[src/sv/kdgf_pkg.sv]
package kdgf_pkg;

    localparam int SPAN_WIDTH    = 20;
    localparam int FRACTION_BITS = 4;

    // Default limits: 8 ms and 1440 ms in fixed point
    localparam logic [SPAN_WIDTH-1:0] SHORT_LIMIT_RESET = SPAN_WIDTH'(8 << FRACTION_BITS);
    localparam logic [SPAN_WIDTH-1:0] LONG_LIMIT_RESET  = SPAN_WIDTH'(1440 << FRACTION_BITS);

    // Configuration register indexes
    localparam int CFG_INDEX_W = 1;
    localparam logic [CFG_INDEX_W-1:0] REG_SHORT_LIMIT = 1'd0;
    localparam logic [CFG_INDEX_W-1:0] REG_LONG_LIMIT  = 1'd1;

    // Merge pass kinds
    localparam int PASS_KIND_W = 2;
    localparam logic [PASS_KIND_W-1:0] PASS_SHORT_SPACE = 2'd0;
    localparam logic [PASS_KIND_W-1:0] PASS_SHORT_MARK  = 2'd1;
    localparam logic [PASS_KIND_W-1:0] PASS_LONG_MARK   = 2'd2;
    localparam logic [PASS_KIND_W-1:0] PASS_LONG_GAP    = 2'd3;
    localparam int NUM_PASSES = 4;

    localparam int FIFO_DEPTH = 4;
    localparam int FIFO_PTR_W = $clog2(FIFO_DEPTH);

    typedef logic [SPAN_WIDTH-1:0] span_t;

    typedef struct packed {
        logic  is_mark;
        span_t span;
        logic  batch_end;
    } in_item_t;

    typedef struct packed {
        logic  out_mark;
        span_t out_span;
        logic  out_final;
    } out_item_t;

    // Interval as it moves between passes, with flags for the current span
    typedef struct packed {
        logic  mark;
        span_t span;
        logic  fin;
        logic  is_short;
        logic  is_long;
    } work_item_t;

    function automatic work_item_t make_item(
        input logic  mark,
        input span_t span,
        input logic  fin,
        input span_t short_limit,
        input span_t long_limit
    );
        work_item_t w;
        w.mark     = mark;
        w.span     = span;
        w.fin      = fin;
        w.is_short = (span < short_limit);
        w.is_long  = (span > long_limit);
        return w;
    endfunction

    function automatic span_t sat_sum3(input span_t a, input span_t b, input span_t c);
        logic [SPAN_WIDTH+1:0] s;
        s = {2'b00, a} + {2'b00, b} + {2'b00, c};
        return (|s[SPAN_WIDTH+1:SPAN_WIDTH]) ? {SPAN_WIDTH{1'b1}} : s[SPAN_WIDTH-1:0];
    endfunction

endpackage

[src/sv/kdgf_front.sv]
module kdgf_front
    import kdgf_pkg::*;
(
    input  logic       clk,
    input  logic       rst_n,
    input  span_t      short_limit,
    input  span_t      long_limit,
    input  logic       up_valid,
    output logic       up_ready,
    input  in_item_t   up_item,
    output logic       dn_valid,
    input  logic       dn_ready,
    output work_item_t dn_item
);

    // classify on entry, then a small queue toward the passes
    work_item_t              mem_reg [FIFO_DEPTH];
    logic [FIFO_PTR_W-1:0]   wr_ptr_reg, wr_ptr_next;
    logic [FIFO_PTR_W-1:0]   rd_ptr_reg, rd_ptr_next;
    logic [FIFO_PTR_W:0]     count_reg, count_next;
    logic                    push, pop;

    assign up_ready = (count_reg != (FIFO_PTR_W+1)'(FIFO_DEPTH));
    assign dn_valid = (count_reg != '0);
    assign dn_item  = mem_reg[rd_ptr_reg];
    assign push     = up_valid && up_ready;
    assign pop      = dn_valid && dn_ready;

    always_comb
    begin
        wr_ptr_next = push ? wr_ptr_reg + 1'b1 : wr_ptr_reg;
        rd_ptr_next = pop  ? rd_ptr_reg + 1'b1 : rd_ptr_reg;
        count_next  = count_reg;
        if (push && !pop)
        begin
            count_next = count_reg + 1'b1;
        end
        else if (pop && !push)
        begin
            count_next = count_reg - 1'b1;
        end
    end

    always_ff @(posedge clk)
    begin
        if (push)
        begin
            mem_reg[wr_ptr_reg] <= make_item(up_item.is_mark, up_item.span, up_item.batch_end,
                                             short_limit, long_limit);
        end
    end

    always_ff @(posedge clk or negedge rst_n)
    begin
        if (!rst_n)
        begin
            wr_ptr_reg <= '0;
            rd_ptr_reg <= '0;
            count_reg  <= '0;
        end
        else
        begin
            wr_ptr_reg <= wr_ptr_next;
            rd_ptr_reg <= rd_ptr_next;
            count_reg  <= count_next;
        end
    end

endmodule

[src/sv/kdgf_pass.sv]
module kdgf_pass
    import kdgf_pkg::*;
(
    input  logic                   clk,
    input  logic                   rst_n,
    input  logic [PASS_KIND_W-1:0] kind,
    input  span_t                  short_limit,
    input  span_t                  long_limit,
    input  logic                   up_valid,
    output logic                   up_ready,
    input  work_item_t             up_item,
    output logic                   dn_valid,
    input  logic                   dn_ready,
    output work_item_t             dn_item
);

    // head and next are held; the incoming beat plays "after"
    work_item_t slot0_reg, slot0_next;
    work_item_t slot1_reg, slot1_next;
    logic [1:0] fill_reg, fill_next;
    logic       flush_reg, flush_next;
    logic       las_long_reg, las_long_next;
    logic       out_valid_reg, out_valid_next;
    work_item_t out_item_reg, out_item_next;

    logic       out_free;
    logic       accept;
    logic       cond;

    assign out_free = !out_valid_reg || dn_ready;
    assign up_ready = !flush_reg && out_free;
    assign accept   = up_valid && up_ready;
    assign dn_valid = out_valid_reg;
    assign dn_item  = out_item_reg;

    always_comb
    begin
        unique case (kind)
            PASS_SHORT_SPACE: cond = !slot1_reg.mark && slot1_reg.is_short;
            PASS_SHORT_MARK:  cond = slot1_reg.mark && slot1_reg.is_short;
            PASS_LONG_MARK:   cond = slot1_reg.mark && slot1_reg.is_long;
            PASS_LONG_GAP:    cond = slot1_reg.mark && las_long_reg && up_item.is_long;
            default:          cond = 1'b0;
        endcase
    end

    always_comb
    begin
        slot0_next     = slot0_reg;
        slot1_next     = slot1_reg;
        fill_next      = fill_reg;
        flush_next     = flush_reg;
        las_long_next  = las_long_reg;
        out_valid_next = out_valid_reg && !dn_ready;
        out_item_next  = out_item_reg;

        if (accept)
        begin
            case (fill_reg)
                2'd0:
                begin
                    slot0_next    = up_item;
                    fill_next     = 2'd1;
                    las_long_next = up_item.is_long;
                end
                2'd1:
                begin
                    slot1_next = up_item;
                    fill_next  = 2'd2;
                end
                default:
                begin
                    if (cond)
                    begin
                        slot0_next.span = sat_sum3(slot0_reg.span, slot1_reg.span, up_item.span);
                        fill_next       = 2'd1;
                        las_long_next   = up_item.is_long;
                    end
                    else
                    begin
                        out_valid_next = 1'b1;
                        out_item_next  = make_item(slot0_reg.mark, slot0_reg.span, 1'b0,
                                                   short_limit, long_limit);
                        slot0_next     = slot1_reg;
                        slot1_next     = up_item;
                        fill_next      = 2'd2;
                        las_long_next  = slot1_reg.is_long;
                    end
                end
            endcase
            flush_next = up_item.fin;
        end
        else if (flush_reg && out_free)
        begin
            // drain held intervals in order, last one closes the batch
            out_valid_next = 1'b1;
            out_item_next  = make_item(slot0_reg.mark, slot0_reg.span, fill_reg == 2'd1,
                                       short_limit, long_limit);
            slot0_next     = slot1_reg;
            fill_next      = fill_reg - 2'd1;
            flush_next     = (fill_reg != 2'd1);
        end
    end

    always_ff @(posedge clk)
    begin
        slot0_reg    <= slot0_next;
        slot1_reg    <= slot1_next;
        out_item_reg <= out_item_next;
    end

    always_ff @(posedge clk or negedge rst_n)
    begin
        if (!rst_n)
        begin
            fill_reg      <= '0;
            flush_reg     <= 1'b0;
            las_long_reg  <= 1'b0;
            out_valid_reg <= 1'b0;
        end
        else
        begin
            fill_reg      <= fill_next;
            flush_reg     <= flush_next;
            las_long_reg  <= las_long_next;
            out_valid_reg <= out_valid_next;
        end
    end

endmodule

[src/sv/keying_duration_glitch_filter.sv]
// Keying interval glitch filter. Each input beat is one on/off keying interval
// (mark flag, duration in ms with FRACTION_BITS fraction bits); results are the
// same intervals after four cascaded merge passes (short space, short mark,
// long mark, long gap), each folding the next two intervals into its head while
// its condition holds. batch_end flushes every pass, and the last result of the
// batch carries out_final. One interval is taken per clock while result_ready
// holds and no pass is draining; the rate is set by the one-beat-per-cycle
// output register of each pass. An interval goes through the queue and, in each
// pass, the held slots and the output register, and it waits in each pass for
// two later intervals or for the batch end. A batch end makes each pass drain
// its held intervals, at most two, during which that pass takes no new
// interval; the 4-deep queue behind the input classifier soaks up the short
// stall. Limits are written through the cfg port; the user must write them
// only while the block is idle, as the block itself does not enforce it.
module keying_duration_glitch_filter
    import kdgf_pkg::*;
(
    input  logic                   clk,
    input  logic                   rst_n,
    input  logic                   cfg_wen,
    input  logic [CFG_INDEX_W-1:0] cfg_index,
    input  span_t                  cfg_data,
    input  logic                   item_valid,
    output logic                   item_ready,
    input  in_item_t               item,
    output logic                   result_valid,
    input  logic                   result_ready,
    output out_item_t              result
);

    span_t      short_limit_reg;
    span_t      long_limit_reg;

    // link 0 is the queue output, link NUM_PASSES feeds the result port
    logic       link_valid [NUM_PASSES+1];
    logic       link_ready [NUM_PASSES+1];
    work_item_t link_item  [NUM_PASSES+1];

    always_ff @(posedge clk or negedge rst_n)
    begin
        if (!rst_n)
        begin
            short_limit_reg <= SHORT_LIMIT_RESET;
            long_limit_reg  <= LONG_LIMIT_RESET;
        end
        else if (cfg_wen)
        begin
            unique case (cfg_index)
                REG_SHORT_LIMIT: short_limit_reg <= cfg_data;
                REG_LONG_LIMIT:  long_limit_reg  <= cfg_data;
                default:         ;
            endcase
        end
    end

    // front: classify each beat against the limits and queue it
    kdgf_front u_front (
        .clk         (clk),
        .rst_n       (rst_n),
        .short_limit (short_limit_reg),
        .long_limit  (long_limit_reg),
        .up_valid    (item_valid),
        .up_ready    (item_ready),
        .up_item     (item),
        .dn_valid    (link_valid[0]),
        .dn_ready    (link_ready[0]),
        .dn_item     (link_item[0])
    );

    // back: the four merge passes in a chain
    for (genvar g = 0; g < NUM_PASSES; g++)
    begin : g_pass
        kdgf_pass u_pass (
            .clk         (clk),
            .rst_n       (rst_n),
            .kind        (PASS_KIND_W'(g)),
            .short_limit (short_limit_reg),
            .long_limit  (long_limit_reg),
            .up_valid    (link_valid[g]),
            .up_ready    (link_ready[g]),
            .up_item     (link_item[g]),
            .dn_valid    (link_valid[g+1]),
            .dn_ready    (link_ready[g+1]),
            .dn_item     (link_item[g+1])
        );
    end

    assign result_valid         = link_valid[NUM_PASSES];
    assign link_ready[NUM_PASSES] = result_ready;
    assign result.out_mark      = link_item[NUM_PASSES].mark;
    assign result.out_span      = link_item[NUM_PASSES].span;
    assign result.out_final     = link_item[NUM_PASSES].fin;

endmodule

[config.mk]
export PLATFORM = sky130hd
export DESIGN_NAME = keying_duration_glitch_filter
export DESIGN_NICKNAME = d
export VERILOG_FILES = /design/src/sv/kdgf_pkg.sv /design/src/sv/kdgf_front.sv /design/src/sv/kdgf_pass.sv /design/src/sv/keying_duration_glitch_filter.sv
export SDC_FILE = /design/constraint.sdc
export NUM_CORES = 1
export LEC_CHECK = 0
export BUFFER_PORTS_ARGS = -buffer_cell sky130_fd_sc_hd__buf_4
export CAP_MARGIN = 20
export CORE_ASPECT_RATIO = 0.75
export CORE_MARGIN = 8
export CORE_UTILIZATION = 44
export DETAILED_ROUTE_END_ITERATION = 10
export GPL_TIMING_DRIVEN = 0
export PLACE_DENSITY = 0.68
export SLEW_MARGIN = 20
export SYNTH_ARGS = -nofsm -noshare
export SYNTH_HDL_FRONTEND = slang
export SYNTH_SLANG_ARGS = --single-unit
[constraint.sdc]
create_clock -name clk -period 5.8 [get_ports clk]
set_clock_uncertainty 0.2 [all_clocks]
set_input_delay 0.58 -clock clk [delete_from_list [all_inputs] [get_ports clk]]
set_output_delay 0.58 -clock clk [all_outputs]
set_load 0.01 [all_outputs]
==> summary by stage, run 1 <==
Placed design
After legalization and detailed placement, the total HPWL measured 44400 um. The total instance count after detailed placement is 2889. Input and output buffers added on the ports amount to 71. The post-placement cell area is 26000 um2. At the end of routability-driven placement, the weighted congestion stood at 0.915.

Logic synthesis
The number of flops mapped to enable cells by yosys is 355. The proportion of synthesized chip area in sequential cells is 50.3%. The cell type contributing the most total cell area after synthesis is edfxtp_1. The mean post-synth cell area is 11.7 um2. The area fraction of the dominant cell type after synthesis is 43.7%. Synthesis produced a netlist with a net count of 2396. For this run, the number of Yosys warnings is 0. In the synthesized netlist, the cells that appear most often are edfxtp_1 (355), ha_1 (255), a21oi_1 (220). The most used flip-flop cell after synthesis is edfxtp_1. The synthesized design contains 419 register bits.

Summing every instance area after synthesis gives 24400 um2. edfxtp_1 is the most common cell in the netlist. The number of different library cells used by synthesis comes to 74. Synthesis produced 2084 cells. Of all flip-flops after synthesis, the portion carrying an async set or reset was 15.3%.

Sorting the synthesized cells by area gives the leading types as edfxtp_1 (44%), ha_1 (13%), dfrtp_1 (6.1%), a21oi_1 (4.5%), xnor2_1 (3.2%).

Die
The total die area is 63300 um2. The number of placed I/O pins is 72. For this configuration, the core starts out at a cell density of 44.6%.

The standard-cell row count is 74. The die is 288 um wide. The core box area is 54600 um2. The die is 220 um tall.

Timing
The final count of negative-setup-slack endpoints is 0. Setup repair after global routing left no endpoint under its margin. Based on the critical path, the design can be clocked at up to 0.182 GHz.

The worst pin sits at a relative slew slack of 34.8%. The final cycle utilization of the critical path is 94.8%. The transition at the pin with the smallest max-transition slack is 0.975 ns.

The number of hold violations in the final report is 0. The final critical-path required period is 5.50 ns. The number of max-slew violations in the final report is 0.

CTS
The cell at the root of the clock tree is clkbuf_16. TritonCTS built the clock tree. The tree built by TritonCTS fans out to 419 sinks. After clock tree synthesis, the clock-pin slew on the worst setup and hold paths is 0.06 ns. In this run the number of H-tree levels came out at 2. The clock passes through at most 3 buffers.

The clock buffer count from CTS is 46. Clock latency on the worst-skew pair, taken at its later pin, is 0.59 ns.

Layout
0 antenna diodes ended up in the layout. The post-route non-filler standard cell count is 3001. The area growth from synthesis to layout is 14.5%.

The final non-filler cell area is 27900 um2. After filler insertion, the fill cell instance count of the layout stands at 4681. At the end of the flow, the number of nets in the layout was 2554. The post-route netlist has 11.3% of its cells at a drive strength greater than 1. The register with the most flip-flops in the layout has 92 of them.

Global route
The pin count of the biggest net entering global routing is 65. The first global-routing pass estimated 93700 um of wire. The number of global-route vias before repair is 16700. Across every metal layer, demand over resource in global routing totals 18.5%.

The total overflow left after global routing is 0. The number of antenna violations at the first check in global routing is 0.

Critical path
The data required time at the worst endpoint is 5.91 ns. By startpoint and endpoint, the worst setup path is classified as reg2reg. The maximum fanout count along the critical path is 10. The endpoint arrival time on the critical path is 5.61 ns. The endpoint class of the critical path is a register. The worst setup path is launched from a register.

Routing
The detail route stage leaves a number of antenna-violating nets equal to 0. The average detailed-routed wire length per instance is 19.7 um. The number of DRC violations after detailed routing is 0.

The routed design has 59000 um of wire. The via count is 17200. The iteration-0 DRC count of the detailed router is 1617.

After detailed routing, the number of vias per cell comes to 5.72. The first-pass iteration count of the detailed router is 5.

Job
The max-capacitance violation count is 0.

Worst hold path
The class of the tightest hold or removal check is in2reg.

Run status
The flow ran to the end, and the final reports show no timing, DRC or antenna violations.
kinds of logic (layout without fill, tap and decap cells):
group / after synthesis / count (layout) / share of synthesized area [%]
AOI/OAI and AO/OA: 655 / 655 / 16.9
DFF: 419 / 419 / 50.3
and+or+nand+nor: 391 / 391 / 7.75
adders and majority gates: 264 / 264 / 13.8
buffers and inverters: 158 / 353 / 2.49
xor gates and xnor gates: 145 / 145 / 5.21
muxes: 52 / 52 / 3.45
path summary, 6_finish.rpt:
kind                       cells past startpoint  slack, ns                              to                      startpoint
max in group asynchronous                      2       4.28    g_pass[3].u_pass.fill_reg[1]                           rst_n
max                                           18       0.30  g_pass[1].u_pass.slot0_reg[16]   g_pass[1].u_pass.slot0_reg[4]
min                                            3       0.03              short_limit_reg[1]                     cfg_data[1]
min reg2reg                                    0       0.21    g_pass[0].u_pass.dn_item[23]  g_pass[0].u_pass.slot0_reg[23]
min in group asynchronous                      2       0.45              short_limit_reg[0]                           rst_n
max reg2reg                                   18       0.30  g_pass[1].u_pass.slot0_reg[16]   g_pass[1].u_pass.slot0_reg[4]
cells in the final DEF (no fill, tap or decap), drive strengths merged, types with 26 or more instances in the layout:
master       netlist  routed
o21ai            109     109
edfxtp           355     355
o22ai             85      85
nand3             26      26
xor2              56      56
clkbuf            30      91
a21oi            221     221
buf                8      90
inv              120     120
nor2              93      93
nor2b             35      35
nand2            110     110
mux2              27      27
dlygate4sd3        0      26
a21o              80      80
xnor2             89      89
ha               255     255
dfrtp             59      59
nor3              28      28
nand2b            30      30
worst max-delay path, cell delays in order, from the launching register on:
cell       delay, ns
edfxtp_1        0.44
ha_1            0.33
a21oi_1         0.21
nor2b_1         0.09
a31oi_1         0.28
a21oi_1         0.23
a41o_1          0.32
o41ai_1         0.44
o21ai_0         0.27
o41ai_1         0.37
xnor2_1         0.13
ha_1            0.36
and2_1          0.18
nand3_1         0.08
o211ai_1        0.22
o2111ai_1       0.14
mux2i_1         0.45
buf_2           0.35
a21oi_1         0.13
per-layer routing:
| metal | share of wire [%] | GRT usage [%] | vias to the layer above |
|---|---|---|---|
| li1 | - | - | 8277 |
| met1 | 49 | 28.1 | 8335 |
| met2 | 43 | 27.7 | 506 |
| met3 | 6.4 | 3.11 | 55 |
| met4 | 1.3 | 3.55 | 0 |
| met5 | 0 | 0 | - |
what timing repair did:
action	in CTS	in global routing
hold endpoints to repair	150	0
pin swaps	0	2
setup buffers	0	2
hold buffers	26	0
setup endpoints to repair	30	30
gates resized for setup	5	5
final cells by class:
cell class	count	area, um2	area share (%)
Timing Repair Buffer	111	922	3.30
Clock inverter	24	324	1.16
Clock buffer	61	1250	4.47
Sequential cell	419	12300	43.9
Tap cell	722	903	3.24
Buffer	37	170	0.610
Inverter	120	450	1.61
Multi-Input combinational cell	1507	11600	41.7
stage by stage:
step                TNS (ns)  hold WS, ns  utilization, %  setup slack [ns]
detailed placement     -1.17        0.210            47.6           -0.0746
finish                     0       0.0271            51.1             0.300
CTS                        0      0.00200            51.0            0.0924
global route               0      0.00958            51.1           0.00774
global placement      -20.92        0.214            47.3            -0.632
floorplan                  0       0.0844               -              1.04
Power of run 1 is not shown: default switching activity piles up to over one toggle a cycle in this logic, so the estimate is an artifact.
==> run 2: changes to the inputs <==
Settings changed: PLACE_DENSITY 0.68 to default, PLACE_DENSITY_LB_ADDON from default to 0.2.
==> run 2 against run 1 <==
- register-to-register slack worse by 0.12 ns
- clock-buffer cell count up 1
- utilization down 0.25 points
- final cell count about the same
- sequential cell count unchanged
- critical path depth up 4
- global-route usage about the same
- die area unchanged
- first-iteration DRC count down 4.7%
- highest routed layer unchanged
==> summary by stage, run 2 (synthesized netlist as in run 1, its figures left out) <==
Critical path
STA puts the critical path data arrival time at 5.75 ns. Tracing the worst setup path back leads to its startpoint at g_pass[0].u_pass.slot0_reg[3]. The sort of element at the start of the critical path is a register.

STA classifies the critical path endpoint as a register. On the worst path, the slowest cell contributes a delay of 0.67 ns. The critical path is of the reg2reg type. Together, buffers and inverters on the worst path number 2. The worst-case register-to-register setup slack is 0.18 ns.

The depth of the most critical reg-to-reg path is 22. The endpoint identified for the worst register-to-register timing path is g_pass[0].u_pass.slot0_reg[7]. The critical path goes through ha_1 > inv_1 > fa_1 > nor2b_1 > o21a_1 > a31o_2 > nor2_1 > nor2b_1 > o21a_1 > nor2_1 > xnor2_1 > ha_1 > nand2_1 > o21ai_0 > a2111oi_0 > nor3_1 > a221o_1 > o21ai_0 > a2111oi_0 > o21a_1 > buf_2 > a21oi_1.

In this run the critical register-to-register path is launched from g_pass[0].u_pass.slot0_reg[3]. In this design, the critical path's most frequently occurring cell is o21a_1. The cell with the largest stage delay on the worst path is nor3_1. Of all nets on the critical path, the largest fanout is 10. The data required time at the worst endpoint is 5.93 ns.

The cell family contributing the most delay on the critical path is compound AO/OA/AOI/OAI gates.

Timing
The number of hold violations in the final report came to 0. Setup repair after global routing left no endpoint under its margin. The final critical-path required period is 5.62 ns.

The number of max-slew violations in the final report is 0. Headroom to the max-slew limit came out at 27.3%. Static timing analysis puts the maximum clock frequency at 0.178 GHz. The setup TNS is 0 ns. The final cycle utilization of the critical path is 96.8%.

The final worst setup slack is 0.184 ns. The transition at the pin with the smallest max-transition slack is 1.09 ns. Setup violations remaining at the end of the flow were counted as 0.

CTS
The H-tree depth is 2. The clock latency at the later pin of the worst-skew pair is 0.59 ns. TritonCTS built the clock tree. The cell at the root of the clock tree is clkbuf_16. Buffers inserted during clock tree synthesis total 45.

The number of clock sinks is 419. The clock transition at the registers of the reported paths is 0.07 ns. In this run the deepest clock path goes through 3 buffers.

Global route
The global-route total usage across every layer is 18.5%. After global routing the overflow that remains totals 0. The first global-routing pass estimated 93700 um of wire.

Entering global routing, the biggest net connects 65 pins. The number of antenna violations at the first check in global routing came to 0. The number of global-route vias before repair is 16700.

Layout
The final design utilization is 50.9%. The area growth from synthesis to final layout is 14.0%. The number of flip-flops under the largest register name is 92.

The net count of the finished layout is 2555. The post-route netlist has 11.4% of its cells at a drive strength greater than 1. The top cell types in the final layout, fill and taps aside, are edfxtp_1 (355), ha_1 (255), a21oi_1 (220). The number of fill cells is 4736. Across the whole layout, storage elements account for 12300 um2.

The number of antenna diodes in the final layout is 0. Leaving out fill and tap cells, the most frequent cell in the layout is edfxtp_1. The multi-input gate area in the final layout is 11600 um2.

Routing
After the first detailed-routing iteration, the DRC count stood at 1541. The average detailed-routed wire length per instance is 19.7 um. The routed design has 59000 um of wire. After detailed routing, the number of remaining DRC violations is 0. The final route contains 17200 vias. The first detailed-routing pass ran for 5 iterations. The number of antenna-violating nets in the routed design is 0.

Dividing the detail-routed via count by the number of cells gives 5.72.

Placed design
Summed over all nets, the half-perimeter wirelength after detailed placement is 45200 um. Input and output buffers added on the ports amount to 71. The routability congestion estimate from global placement is 0.914. Prior to clock tree synthesis, the placed netlist has a worst setup slack of -0.175 ns.

Die
The total die area is 63300 um2. The standard-cell row count is 74. Pin placement for this block handled 72 I/O pins.

The floorplan step set the die width to 288 um. The initial standard-cell utilization of the core is 44.6%. Measured along the y axis, the die boundary spans 220 um. The core region is 54600 um2.

Worst hold path
The worst hold endpoint is short_limit_reg[19]. The start point of the worst hold path is cfg_data[19]. The class of the tightest hold or removal check is in2reg. The worst hold path was traced through 3 stages.

Run status
The flow ran to the end, and the final reports show no timing, DRC or antenna violations.

Job
The max-capacitance violation count is 0.
[run 2: worst max-delay path by stage]
stage                                      to  cells past startpoint
3_5_place_dp   g_pass[0].u_pass.slot0_reg[10]                     14
6_report        g_pass[0].u_pass.slot0_reg[7]                     22
2_1_floorplan     g_pass[1].u_pass.dn_item[0]                      7
5_1_grt         g_pass[0].u_pass.slot0_reg[4]                     13
4_1_cts        g_pass[0].u_pass.slot0_reg[10]                     14
3_3_place_gp      g_pass[1].u_pass.dn_item[4]                      8
[run 2: cell type report]
type                            instances  area share [%]
Multi-Input combinational cell       1507            41.8
Clock inverter                         22           0.667
Timing Repair Buffer                  113            3.32
Sequential cell                       419            44.2
Inverter                              120            1.62
Tap cell                              722            3.25
Buffer                                 37           0.613
Clock buffer                           62            4.54
[run 2: metrics by stage]
stage | cells | area [um2] | hold slack, ns
after floorplan | 2084 | 24400 | 0.0844
after global placement | 2877 | 25800 | 0.213
after detailed placement | 2889 | 26000 | 0.207
after CTS | 3000 | 27700 | 0.00162
after global routing | 3002 | 27800 | 0.0105
final | 3002 | 27800 | 0.0260
[run 2: timing repair]
action	CTS	global route
resized for setup	5	5
endpoints found under the hold margin	151	0
pin swaps	0	2
endpoints found under the setup margin	30	52
hold buffers	27	0
buffers inserted	0	3
[run 2: worst reg2reg max path: stages, from the launching register on]
cell and delay (ns):
edfxtp_1 0.43, ha_1 0.24, inv_1 0.07, fa_1 0.21, nor2b_1 0.06, o21a_1 0.19
a31o_2 0.27, nor2_1 0.15, nor2b_1 0.07, o21a_1 0.16, nor2_1 0.12, xnor2_1 0.09
ha_1 0.35, nand2_1 0.06, o21ai_0 0.38, a2111oi_0 0.15, nor3_1 0.67, a221o_1 0.27
o21ai_0 0.14, a2111oi_0 0.38, o21a_1 0.26, buf_2 0.29, a21oi_1 0.13
[run 2: per-layer routing]
metal	part of all wire, %	up-vias	track usage [%]
met5	0	-	0
met4	1.6	0	3.75
met3	5.8	72	2.70
met2	41	499	26.7
met1	51	8329	29.2
li1	-	8274	-
Power of run 2 is left out for the same reason.
==> run 3: changes to the inputs <==
Settings changed: REMOVE_ABC_BUFFERS from default to 1, SYNTH_HIERARCHICAL from default to 1.
==> run 3 against run 2 <==
- hold slack better by 0.00099 ns
- setup slack better by 0.25 ns
- register-to-register slack better by 0.25 ns
- final area up 9.3%
- first-iteration DRC count down 1.8%
- critical path depth down 11
- sequential cell count up 14
- via count up 8.0%
- final cell count up 6.7%
- global-route usage up 2.2 points
- synthesized cell count up 8.5%
- area after synthesis up 11%
- critical endpoint is now g_pass[0].u_pass/slot0_reg[23]
==> summary by stage, run 3 <==
Timing
The setup TNS is 0 ns. After layout, the minimum clock period comes to 5.37 ns. The final cycle utilization of the critical path is 92.5%. Measured against its own limit, the worst slew margin works out to 24.9%. Setup repair after global routing left no endpoint under its margin. Setup violations remaining at the end of the flow were counted as 0. The transition at the pin with the smallest max-transition slack is 1.13 ns.

Timing would allow up to 0.186 GHz. The number of max-slew violations in the final report came to 0. Setup slack on the critical path of the routed design comes to 0.434 ns.

Hold timing on the final database bottoms out at a slack of 0.0270 ns. The number of hold violations in the final report is 0.

Power
The share of total power in combinational logic is 47.2%. The internal power of the cells totals 9260 uW. For this design the total switching power over the nets is 6210 uW. The power per cell area is 509 nW/um2.

In this run, flip-flops and latches consume 32.2% of the power. Net switching is 40.1% of the power. The maximum resistive drop on vdd is 332 uV. The clock network accounts for 20.6% of the total power. The leakage power is 0.0124 uW.

Critical path
The cell with the largest stage delay on the worst path is and2_1. In this design, the stage delay of the slowest critical-path cell is 0.94 ns. The data required time at the worst endpoint is 5.93 ns. The worst register-to-register path begins at g_pass[3].u_pass/dn_valid. The worst setup path startpoint is g_pass[3].u_pass/dn_valid. The cell family contributing the most delay on the critical path is simple AND/OR/NAND/NOR gates.

The endpoint arrival time on the critical path is 5.49 ns. Traced cell by cell, the critical path runs through nand2b_1 > nor2b_1 > nand2b_1 > nor2b_1 > nand2b_1 > nor2b_1 > nand2b_1 > nor2b_1 > and2_1 > nand2_1 > mux2_2. By startpoint and endpoint, the worst setup path is classified as reg2reg. The critical path contains buffers and inverters numbering 0 combined. The maximum fanout count along the critical path is 24. STA classifies the critical path endpoint as a register.

The worst setup path is launched from a register.

Global route
The sum of overflow across all layers after global routing is 0. The number of antenna violations at the first check in global routing is 1. The first global-routing pass estimated 112000 um of wire.

The number of global-route vias before repair is 18800. Global routing consumed, over all layers together, 20.8% of the routing resources. Entering global routing, the biggest net connects 68 pins.

Die
The floorplan has 78 rows. The number of placed I/O pins is 72. The die covers 69500 um2. The core region is 60500 um2. The chip width is 302 um. In this run the vertical extent of the chip is 230 um. The initial standard-cell utilization of the core is 44.6%.

Routing
The first detailed-routing pass took 5 iterations. After detailed routing, the number of remaining DRC violations is 0. Using the TritonRoute via totals, the vias-per-cell ratio works out to 5.79.

The routed design has 72100 um of wire. The number of antenna-violating nets in the routed design is 0. In this run, the number of DRC markers left after iteration 0 of detailed routing was 1514. The via count is 18600. The average detailed-routed wire length per instance is 22.5 um.

Placed design
Detailed placement finished with a half-perimeter wire length of 53400 um. Prior to clock tree synthesis, the placed netlist has a worst setup slack of -0.246 ns. The total of buffers placed on input and output ports is 71. The routability congestion estimate from global placement is 0.907.

CTS
The H-tree generated during clock tree synthesis spans 2 levels. In this run, post-CTS repair resized a total of 0 instances. The number of clock sinks is 433.

The cell at the root of the clock tree is clkbuf_16. After clock tree synthesis, the clock-pin slew on the worst setup and hold paths is 0.06 ns. No sink is reached through more buffers than the 3 on the longest clock path. For the worst-skew pair, the clock arrives at the later sink with an insertion delay of 0.59 ns. TritonCTS built the clock tree. The clock buffer count from CTS is 45.

Logic synthesis
After synthesis, the mean cell area works out to 11.9 um2. The post-synthesis instance area is 27000 um2. The instance count of the mapped netlist is 2261.

Yosys printed 6 warnings.

Layout
In the layout the commonest cells are edfxtp_1 (366), ha_1 (257), inv_1 (252). The antenna diode count is 0. The number of nets in the layout is 2755.

The library cell used most frequently in the layout, excluding fill and tap cells, is edfxtp_1. The number of flip-flops under the largest register name is 96. The fraction of layout instances using a drive strength above 1 is 13.4%. The final design utilization is 50.2%. The area growth from synthesis to final layout is 12.6%.

Job
Across the run, the number of max-cap violations was 0.

Worst hold path
The class of the tightest hold or removal check is in2reg. The startpoint identified for the worst hold timing path is item[3].

Run status
The flow ran to the end, and the final reports show no timing, DRC or antenna violations.
==> run 3: changes by cell type in the layout (fill, tap and decap cells not counted), moves of 26 or more <==
cell | before | now
a31oi_1 | 13 | 39
o21ai_0 | 100 | 73
inv_1 | 120 | 252
a21oi_1 | 220 | 146
o22ai_1 | 85 | 32
xnor2_1 | 89 | 38
clkbuf_1 | 40 | 3
xor2_1 | 56 | 24
fa_1 | 9 | 85
nand3_1 | 26 | 86
==> run 3: through the flow <==
| stage | power, uW | std cells | cell area (um2) |
|---|---|---|---|
| finish | 15500 | 3202 | 30400 |
| global route | 16600 | 3202 | 30400 |
| CTS | 15500 | 3202 | 30400 |
| detailed placement | 12300 | 3114 | 28700 |
| global placement | 11900 | 3095 | 28200 |
| floorplan | 10000 | 2224 | 26700 |
==> run 3: layer usage <==
| metal | wire, um | GRT usage [%] |
|---|---|---|
| met1 | 32900 | 29.4 |
| met2 | 32800 | 32.9 |
| met3 | 4320 | 2.89 |
| met4 | 2150 | 6.64 |
| met5 | 0 | 0 |
==> run 3: worst register-to-register path: stages (launching register included) <==
cell,delay (ns)
dfrtp_1,0.38
nand2b_1,0.18
nor2b_1,0.30
nand2b_1,0.30
nor2b_1,0.32
nand2b_1,0.41
nor2b_1,0.32
nand2b_1,0.37
nor2b_1,0.53
and2_1,0.94
nand2_1,0.44
mux2_2,0.42
==> run 3: repair_timing <==
| action | CTS | global route |
|---|---|---|
| endpoints found under the hold margin | 19 | 0 |
| setup buffers | 0 | 0 |
| hold buffers | 4 | 0 |
==> run 3: final timing paths <==
check	to	slack (ns)	depth (start not counted)
setup / recovery	g_pass[0].u_pass/slot0_reg[23]	0.43	11
hold / removal	u_front/mem_reg[2][5]	0.03	1
setup reg to reg	g_pass[0].u_pass/slot0_reg[23]	0.43	11
hold reg to reg	g_pass[3].u_pass/dn_item[23]	0.22	0
max in group asynchronous	u_front/rd_ptr_reg[0]	4.35	2
min in group asynchronous	g_pass[3].u_pass/fill_reg[0]	0.40	2
==> run 3: layout make-up <==
cell class / instances / area [um2]
clock inverter: 34 / 458
tap: 800 / 1000
fill: 5265 / 30100
sequential: 433 / 12700
clock buffer: 50 / 1160
inverter: 252 / 946
multi-input combinational: 1539 / 13200
timing repair buffer: 94 / 897
==> run 3: power groups by stage <==
stage / Sequential [uW] / Clock, uW / Combinational (uW)
after detailed placement: 5050 / 0 / 7210
after global routing: 5050 / 3370 / 8130
after CTS: 4990 / 3260 / 7280
after floorplan: 4790 / 0 / 5240
after global placement: 5090 / 0 / 6830
final: 4980 / 3190 / 7300
No activity file was read; power rests on OpenSTA's default activity.
